[src/rtl/tms_pkg.sv]
`timescale 1ns / 1ps

package tms_pkg;

    // Template length and sample width.
    localparam int MAX_TAPS    = 64;
    localparam int SAMPLE_BITS = 16;

    // Derived widths.
    localparam int TAP_IDX_W = $clog2(MAX_TAPS);
    localparam int CNT_W     = $clog2(MAX_TAPS + 1);
    localparam int DIFF_W    = SAMPLE_BITS + 1;
    localparam int PROD_W    = 2 * SAMPLE_BITS + 1;
    localparam int SCORE_W   = 38;

    // Fixed field widths of the ports.
    localparam int TAP_CFG_W   = 7;
    localparam int TAP_INDEX_W = 6;

    // Request codes.
    localparam logic REQ_SAMPLE = 1'b0;
    localparam logic REQ_LOAD   = 1'b1;

    typedef enum logic [1:0] {
        ST_IDLE,
        ST_RUN,
        ST_DRAIN,
        ST_DONE
    } state_t;

    typedef struct packed {
        logic accept_load;
        logic accept_sample;
        logic issue;
        logic finish;
    } cmd_t;

    typedef struct packed {
        logic issue_last;
        logic pipe_busy;
    } status_t;

endpackage

[src/rtl/tms_ram.sv]
`timescale 1ns / 1ps

module tms_ram #(
    parameter int WIDTH = 16,
    parameter int DEPTH = 64
) (
    input  logic                     clk,
    input  logic                     wr_en,
    input  logic [$clog2(DEPTH)-1:0] wr_addr,
    input  logic [WIDTH-1:0]         wr_data,
    input  logic [$clog2(DEPTH)-1:0] rd_addr,
    output logic [WIDTH-1:0]         rd_data
);

    logic [WIDTH-1:0] mem [DEPTH];
    logic [WIDTH-1:0] rd_data_reg;

    always_ff @(posedge clk)
    begin
        if (wr_en)
        begin
            mem[wr_addr] <= wr_data;
        end
        rd_data_reg <= mem[rd_addr];
    end

    assign rd_data = rd_data_reg;

endmodule

[src/rtl/tms_ctrl.sv]
`timescale 1ns / 1ps

module tms_ctrl (
    input  logic             clk,
    input  logic             rst_n,
    input  logic             in_valid,
    input  logic             req_type,
    output logic             in_stall,
    output logic             out_valid,
    input  logic             out_stall,
    input  tms_pkg::status_t status,
    output tms_pkg::cmd_t    cmd
);

    import tms_pkg::*;

    state_t state_reg;
    state_t state_next;
    logic   out_valid_reg;
    logic   out_valid_next;
    logic   in_take;
    logic   out_free;

    assign in_take  = in_valid && (state_reg == ST_IDLE);
    assign out_free = !out_valid_reg || !out_stall;

    always_ff @(posedge clk or negedge rst_n)
    begin
        if (!rst_n)
        begin
            state_reg     <= ST_IDLE;
            out_valid_reg <= 1'b0;
        end
        else
        begin
            state_reg     <= state_next;
            out_valid_reg <= out_valid_next;
        end
    end

    // Next state.
    always_comb
    begin
        state_next = state_reg;
        case (state_reg)
            ST_IDLE:
            begin
                if (in_take && (req_type == REQ_SAMPLE))
                begin
                    state_next = ST_RUN;
                end
            end
            ST_RUN:
            begin
                if (status.issue_last)
                begin
                    state_next = ST_DRAIN;
                end
            end
            ST_DRAIN:
            begin
                if (!status.pipe_busy)
                begin
                    state_next = ST_DONE;
                end
            end
            ST_DONE:
            begin
                if (out_free)
                begin
                    state_next = ST_IDLE;
                end
            end
            default:
            begin
                state_next = ST_IDLE;
            end
        endcase
    end

    // Outputs.
    always_comb
    begin
        cmd            = '0;
        out_valid_next = out_valid_reg && out_stall;
        case (state_reg)
            ST_IDLE:
            begin
                cmd.accept_load   = in_take && (req_type == REQ_LOAD);
                cmd.accept_sample = in_take && (req_type == REQ_SAMPLE);
            end
            ST_RUN:
            begin
                cmd.issue = 1'b1;
            end
            ST_DONE:
            begin
                if (out_free)
                begin
                    cmd.finish     = 1'b1;
                    out_valid_next = 1'b1;
                end
            end
            default:
            begin
                cmd = '0;
            end
        endcase
    end

    assign in_stall  = (state_reg != ST_IDLE);
    assign out_valid = out_valid_reg;

endmodule

[src/rtl/tms_dp.sv]
`timescale 1ns / 1ps

module tms_dp (
    input  logic                                clk,
    input  logic                                rst_n,
    input  logic                                cfg_wr,
    input  logic [tms_pkg::TAP_CFG_W-1:0]       cfg_taps,
    input  logic signed [tms_pkg::SAMPLE_BITS-1:0] sample,
    input  logic                                record_start,
    input  logic [tms_pkg::TAP_INDEX_W-1:0]     tap_index,
    input  logic signed [tms_pkg::SAMPLE_BITS-1:0] tap_value,
    input  tms_pkg::cmd_t                       cmd,
    output tms_pkg::status_t                    status,
    output logic [tms_pkg::SCORE_W-1:0]         match_score
);

    import tms_pkg::*;

    logic [TAP_CFG_W-1:0]          tap_cfg_reg;
    logic [CNT_W-1:0]              taps_reg;
    logic [CNT_W-1:0]              taps_clamped;
    logic [CNT_W-1:0]              seen_reg;
    logic [CNT_W-1:0]              seen_eff;
    logic signed [SAMPLE_BITS-1:0] first_reg;
    logic signed [SAMPLE_BITS-1:0] cur_reg;
    logic [TAP_IDX_W-1:0]          wr_ptr_reg;
    logic [TAP_IDX_W-1:0]          j_reg;
    logic [CNT_W-1:0]              back;
    logic [TAP_IDX_W-1:0]          hist_rd_addr;
    logic                          tmpl_wr_en;
    logic signed [SAMPLE_BITS-1:0] tmpl_rd_data;
    logic signed [SAMPLE_BITS-1:0] hist_rd_data;

    logic                          valid_s1_reg;
    logic                          use_hist_s1_reg;
    logic                          valid_s2_reg;
    logic signed [DIFF_W-1:0]      diff_s2_reg;
    logic signed [DIFF_W-1:0]      diff_next;
    logic signed [SAMPLE_BITS-1:0] pos_val;
    logic                          valid_s3_reg;
    logic [PROD_W-1:0]             prod_s3_reg;
    logic signed [2*DIFF_W-1:0]    square;
    logic [SCORE_W-1:0]            acc_reg;
    logic [SCORE_W-1:0]            score_reg;

    // Configuration register, reset to the full template length.
    always_ff @(posedge clk or negedge rst_n)
    begin
        if (!rst_n)
        begin
            tap_cfg_reg <= TAP_CFG_W'(MAX_TAPS);
        end
        else if (cfg_wr)
        begin
            tap_cfg_reg <= cfg_taps;
        end
    end

    always_comb
    begin
        if (tap_cfg_reg == '0)
        begin
            taps_clamped = CNT_W'(1);
        end
        else if (tap_cfg_reg > TAP_CFG_W'(MAX_TAPS))
        begin
            taps_clamped = CNT_W'(MAX_TAPS);
        end
        else
        begin
            taps_clamped = CNT_W'(tap_cfg_reg);
        end
    end

    assign seen_eff = record_start ? '0 : seen_reg;

    // Per-record control state and history write pointer.
    always_ff @(posedge clk or negedge rst_n)
    begin
        if (!rst_n)
        begin
            seen_reg   <= '0;
            wr_ptr_reg <= '0;
            first_reg  <= '0;
            j_reg      <= '0;
            taps_reg   <= CNT_W'(1);
        end
        else
        begin
            if (cmd.accept_sample)
            begin
                seen_reg <= seen_eff;
                taps_reg <= taps_clamped;
                j_reg    <= '0;
                if (seen_eff == '0)
                begin
                    first_reg <= sample;
                end
            end
            else if (cmd.issue)
            begin
                j_reg <= j_reg + 1'b1;
            end
            else if (cmd.finish)
            begin
                wr_ptr_reg <= wr_ptr_reg + 1'b1;
                if (seen_reg != CNT_W'(MAX_TAPS))
                begin
                    seen_reg <= seen_reg + 1'b1;
                end
            end
        end
    end

    always_ff @(posedge clk)
    begin
        if (cmd.accept_sample)
        begin
            cur_reg <= sample;
        end
    end

    // Tap j pairs with the sample that lies taps - j items back.
    assign back              = taps_reg - CNT_W'(j_reg);
    assign hist_rd_addr      = wr_ptr_reg - TAP_IDX_W'(back);
    assign status.issue_last = (CNT_W'(j_reg) == taps_reg - 1'b1);
    assign status.pipe_busy  = valid_s1_reg || valid_s2_reg || valid_s3_reg;

    assign tmpl_wr_en = cmd.accept_load && (CNT_W'(tap_index) < CNT_W'(MAX_TAPS));

    tms_ram #(
        .WIDTH (SAMPLE_BITS),
        .DEPTH (MAX_TAPS)
    ) u_tmpl_ram (
        .clk     (clk),
        .wr_en   (tmpl_wr_en),
        .wr_addr (TAP_IDX_W'(tap_index)),
        .wr_data (tap_value),
        .rd_addr (j_reg),
        .rd_data (tmpl_rd_data)
    );

    tms_ram #(
        .WIDTH (SAMPLE_BITS),
        .DEPTH (MAX_TAPS)
    ) u_hist_ram (
        .clk     (clk),
        .wr_en   (cmd.finish),
        .wr_addr (wr_ptr_reg),
        .wr_data (cur_reg),
        .rd_addr (hist_rd_addr),
        .rd_data (hist_rd_data)
    );

    // Difference, square and accumulate stages.
    assign pos_val   = use_hist_s1_reg ? hist_rd_data : first_reg;
    assign diff_next = DIFF_W'(pos_val) - DIFF_W'(tmpl_rd_data);
    assign square    = diff_s2_reg * diff_s2_reg;

    always_ff @(posedge clk or negedge rst_n)
    begin
        if (!rst_n)
        begin
            valid_s1_reg <= 1'b0;
            valid_s2_reg <= 1'b0;
            valid_s3_reg <= 1'b0;
        end
        else
        begin
            valid_s1_reg <= cmd.issue;
            valid_s2_reg <= valid_s1_reg;
            valid_s3_reg <= valid_s2_reg;
        end
    end

    always_ff @(posedge clk)
    begin
        use_hist_s1_reg <= (back <= seen_reg);
        diff_s2_reg     <= diff_next;
        prod_s3_reg     <= PROD_W'(unsigned'(square));
        if (cmd.accept_sample)
        begin
            acc_reg <= '0;
        end
        else if (valid_s3_reg)
        begin
            acc_reg <= acc_reg + SCORE_W'(prod_s3_reg);
        end
        if (cmd.finish)
        begin
            score_reg <= acc_reg;
        end
    end

    assign match_score = score_reg;

endmodule

[src/rtl/template_match_ssd.sv]
`timescale 1ns / 1ps

// Sliding sum-of-squared-differences template matcher. A load transfer
// (req_type high) writes one signed template tap. A sample transfer produces
// exactly one match_score: the exact sum, over the tap_count active taps, of
// the squared difference between each tap and the matching earlier sample,
// where window positions before the start of the record take the record's
// first sample. One shared square-accumulate unit walks the taps one per
// cycle. Once a sample is taken the input stalls while the template and
// history memories are read tap by tap, the difference, square and
// accumulate stages drain until they are seen empty, and the sum moves into
// the output register. That move waits while an earlier score is still
// stalled in the output register. The input takes the next item while an
// earlier score still waits in that register. tap_count is written through
// the configuration channel, which is always ready, and should change only
// while the block is idle; zero acts as one and values above 64 act as 64.

module template_match_ssd (
    input  logic                                   clk,
    input  logic                                   rst_n,
    input  logic                                   cfg_valid,
    output logic                                   cfg_ready,
    input  logic [tms_pkg::TAP_CFG_W-1:0]          tap_count,
    input  logic                                   in_valid,
    output logic                                   in_stall,
    input  logic                                   req_type,
    input  logic signed [tms_pkg::SAMPLE_BITS-1:0] sample,
    input  logic                                   record_start,
    input  logic [tms_pkg::TAP_INDEX_W-1:0]        tap_index,
    input  logic signed [tms_pkg::SAMPLE_BITS-1:0] tap_value,
    output logic                                   out_valid,
    input  logic                                   out_stall,
    output logic [tms_pkg::SCORE_W-1:0]            match_score
);

    import tms_pkg::*;

    cmd_t    cmd;
    status_t status;

    // The configuration register is a plain flop, so a write is always taken.
    assign cfg_ready = 1'b1;

    // The controller sequences accept, tap walk, drain and output load.
    tms_ctrl u_ctrl (
        .clk       (clk),
        .rst_n     (rst_n),
        .in_valid  (in_valid),
        .req_type  (req_type),
        .in_stall  (in_stall),
        .out_valid (out_valid),
        .out_stall (out_stall),
        .status    (status),
        .cmd       (cmd)
    );

    // The datapath holds the template and history memories, the record
    // state and the square-accumulate pipeline.
    tms_dp u_dp (
        .clk          (clk),
        .rst_n        (rst_n),
        .cfg_wr       (cfg_valid && cfg_ready),
        .cfg_taps     (tap_count),
        .sample       (sample),
        .record_start (record_start),
        .tap_index    (tap_index),
        .tap_value    (tap_value),
        .cmd          (cmd),
        .status       (status),
        .match_score  (match_score)
    );

endmodule

[config.mk]
export PLATFORM = sky130hd
export DESIGN_NAME = template_match_ssd
export DESIGN_NICKNAME = d
export VERILOG_FILES = /design/src/rtl/tms_pkg.sv /design/src/rtl/tms_ram.sv /design/src/rtl/tms_ctrl.sv /design/src/rtl/tms_dp.sv /design/src/rtl/template_match_ssd.sv
export SDC_FILE = /design/constraint.sdc
export NUM_CORES = 2
export LEC_CHECK = 0
export ABC_AREA = 0
export ABC_CLOCK_PERIOD_IN_PS = 5600
export BUFFER_PORTS_ARGS = -buffer_cell sky130_fd_sc_hd__buf_2
export CELL_PAD_IN_SITES_DETAIL_PLACEMENT = 1
export CELL_PAD_IN_SITES_GLOBAL_PLACEMENT = 1
export CORE_MARGIN = 5
export CORE_UTILIZATION = 50
export DETAILED_ROUTE_END_ITERATION = 8
export HOLD_SLACK_MARGIN = 0.1
export PLACE_DENSITY = 0.82
export SETUP_SLACK_MARGIN = 0.15
export SYNTH_ARGS = -nofsm -noshare
export SYNTH_HDL_FRONTEND = slang
export SYNTH_SLANG_ARGS = --single-unit
[constraint.sdc]
create_clock -name clk -period 5.6 [get_ports clk]
set_clock_uncertainty 0.2 [all_clocks]
set_input_delay 0.28 -clock clk [delete_from_list [all_inputs] [get_ports clk]]
set_output_delay 0.28 -clock clk [all_outputs]
set_load 0.05 [all_outputs]
==> impl_summary.md <==
Setup path
The worst setup path is of the reg2reg kind. The critical path starts at u_dp.diff_s2_reg[6]$_DFF_P_. The number of cells on the worst reg-to-reg path is 23. The startpoint kind of the worst setup timing path is a flip-flop. The worst register-to-register path ends at u_dp.prod_s3_reg[31]$_DFF_P_. The worst-path maximum fanout is 4. The setup check on the worst reg-to-reg path leaves a slack of -420 ps.

The top cell family by delay on the critical path is adder cells. The worst setup path endpoint is u_dp.prod_s3_reg[31]$_DFF_P_. The critical path goes through buf_6, and2_4, fa_2, inv_2, fa_2, fa_1, inv_2, fa_2, fa_1, inv_1, fa_1, inv_2, ha_4, and4_1, nand2_2, buf_6, or2_4, o22ai_4, o221ai_2, nand2b_4, o21ai_4, a311oi_2, xnor2_1. The total buffers and inverters traversed by the critical path is 6. On the worst path, the slowest cell contributes a delay of 560 ps. The startpoint of the most critical register-to-register path is u_dp.diff_s2_reg[6]$_DFF_P_. The critical path endpoint category is a flip-flop. The slowest cell on the critical path is fa_2.

At the worst endpoint, the required time is 6140 ps. The signal arrival time at the worst endpoint is 6560 ps. In this run the number of cells on the critical path is 23.

STA
Based on the critical path, the design can be clocked at up to 166 MHz. The number of max-slew violations in the final report is 0. Setup repair after global routing could not meet its margin everywhere. The final-report hold violation count is 0.

For the final routed database, the setup TNS stands at -3810 ps. The slew of the pin with the lowest slew margin is 1380 ps. The minimum setup slack in the final design is -416 ps.

Setup violations remaining at the end of the flow were counted as 15. The final critical path takes up 107% of the cycle. The worst pin sits at a relative slew slack of 7.33%. The minimum clock period is 6020 ps.

The worst slack on hold paths is 157 ps.

Global routing
Global routing finished with a remaining overflow of 0. The number of antenna violations at the first check in global routing was 12. The first global-routing pass estimated 397000 um of wire. The largest net degree at the start of global routing is 142.

The via count of the first global-routing pass is 57399. For this run, the total global-route usage over all layers was measured as 26.6%.

Synth
Synthesis inferred 2277 register bits. Sequential elements use 68.1% of the synthesized area. The most used flip-flop cell after synthesis is edfxtp_1. The warning count from the yosys run is 0.

The number of enable-type register cells in the synthesized netlist is 2102. The dominant cell type by area after synthesis is edfxtp_1. The synthesized netlist cell count is 5132. The area of the mapped netlist is 0.0983 sq mm. By area the synthesized netlist is led by edfxtp_1, mux4_2, fa_1. Summed over its instances, the top area cell type makes up 64.2% of the synthesized netlist area. The fraction of synthesis flops using an asynchronous set or reset pin is 2.42%.

The net count of the mapped netlist is 5611. The distinct cell type count of the synthesized netlist is 72. The commonest cells after synthesis are edfxtp_1, mux4_2, inv_1. The most frequent cell after synthesis is edfxtp_1. The mean post-synth cell area is 19.1 sq um.

Drt
The first routing iteration left 6041 violations. After detailed routing, the total wire length is 269000 um. The final antenna-violating net count is 0. After detailed routing, the number of remaining DRC violations is 0. The post-detailed-route wirelength per cell is 31.6 um. The routed via count divided by cell count is 6.17.

The detailed-routing iteration count for the pre-antenna-repair pass is 6. The routed layout has 52402 vias.

Cells and area
The post-route netlist has 28.0% of its cells at a drive strength greater than 1. The number of nets in the final layout is 6163. The post-synthesis to final-layout area growth is 15.0%. Cells fill 57.9% of the core in the end.

In the final layout, the registers with the most flip-flops are u_dp.u_hist_ram.mem x1024, u_dp.u_tmpl_ram.mem x1024.

Placement
Buffers placed on the I/O ports in this run total 91. Timing analysis after detailed placement gives a worst setup slack of -616 ps. After legalization and detailed placement, the total HPWL measured 160000 um. The global placer's final weighted congestion is 0.844.

Floorplan
The die width is 453 um. In this run the standard cell core region covers 0.195 sq mm. After floorplanning, the core was divided into 162 placement rows.

The starting density of the core is 50.3%. The number of top-level pins is 93. The area of the die is 0.206 sq mm. The chip height is 453 um.

Clock tree
The maximum buffer depth of the clock tree is 3. The clock-pin slew of the registers on the worst-case setup and hold paths is 60 ps. The H-tree was split into 4 levels. For the worst-skew pair, the clock arrives at the later sink with an insertion delay of 910 ps. The CTS tree is done. The number of buffers created by CTS is 218. The clock root buffer is clkbuf_16.

The tree built by TritonCTS fans out to 2277 sinks.

Flow run
Max-cap violations in this run came to 0.

Min path
The path class of the tightest hold or removal check is reg2reg.

Run status
The checks that failed: setup timing. The run finished, with violations left.
==> logic make-up (layout without fill, tap and decap cells) <==
| group | Yosys count | in the layout | synth area share [%] |
|---|---|---|---|
| AOI/OAI and AO/OA | 319 | 319 | 2.06 |
| xor gates and xnor gates | 107 | 107 | 0.961 |
| adders and majority gates | 427 | 427 | 7.45 |
| buffers and inverters | 640 | 1379 | 2.58 |
| DFF | 2277 | 2277 | 68.1 |
| muxes | 735 | 735 | 15.9 |
| other | 1 | 5 | 0.00382 |
| and+or+nand+nor | 626 | 626 | 2.97 |
==> per-layer routing <==
metal  up-vias  wire (um)  global-route usage (%)
met5         -         13                       0
met4         2      14800                    12.5
met3       698      20400                    4.65
met2      2812     139000                    46.0
met1     27838      93900                    32.7
li1      21052          -                       -
==> stage by stage <==
stage,instances,area (sq um)
2_1_floorplan,5132,98700
3_3_place_gp,7991,104000
3_5_place_dp,7991,104000
4_1_cts,8490,113000
5_1_grt,8496,113000
6_report,8499,113000
==> placed cells by master, fill, tap and decap left out, types with 39 or more instances in the layout <==
cell type	n
clkinv_1	45
mux2i_1	40
edfxtp_1	2102
fa_1	248
nand2_1	139
xnor2_1	74
buf_2	91
a21oi_1	98
dlygate4sd3_1	83
mux4_2	656
clkbuf_1	50
dfrtp_1	49
ha_1	149
clkinv_2	39
inv_1	389
buf_4	333
dfxtp_1	108
mux2_2	39
nor2_1	225
o21ai_0	54
clkbuf_16	222
and2_1	47
==> layout make-up <==
type / count / area, sq um
fillers: 16915 / 82200
flip-flops and latches: 2277 / 66900
multi-input cells: 2215 / 29500
clock buffers: 276 / 5800
repair buffers: 554 / 4530
well taps: 2624 / 3280
inverters: 418 / 1570
clock inverters: 131 / 1420
diodes: 4 / 10.0
==> how the worst min path moves through the flow <==
stage,cells after the start,start,end
after floorplan,0,rst_n,u_ctrl.out_valid$_DFF_PN0_
after global placement,0,u_dp.valid_s1_reg$_DFF_PN0_,u_dp.valid_s2_reg$_DFF_PN0_
after detailed placement,0,u_dp.valid_s1_reg$_DFF_PN0_,u_dp.valid_s2_reg$_DFF_PN0_
after CTS,5,in_valid,u_dp.acc_reg[30]$_SDFFE_PP0P_
after global routing,5,in_valid,u_dp.acc_reg[30]$_SDFFE_PP0P_
final,0,u_dp.valid_s2_reg$_DFF_PN0_,u_dp.valid_s3_reg$_DFF_PN0_
==> what timing repair did <==
item | 4_1_cts | 5_1_grt
gates resized for setup | 62 | 64
setup endpoints to repair | 20 | 21
setup buffers | 9 | 5
pin swaps | 38 | 36
endpoints found under the hold margin | 1271 | 0
hold buffers | 83 | 0
Power is not shown: default switching activity piles up to over one toggle a cycle in this logic, so the estimate is an artifact.
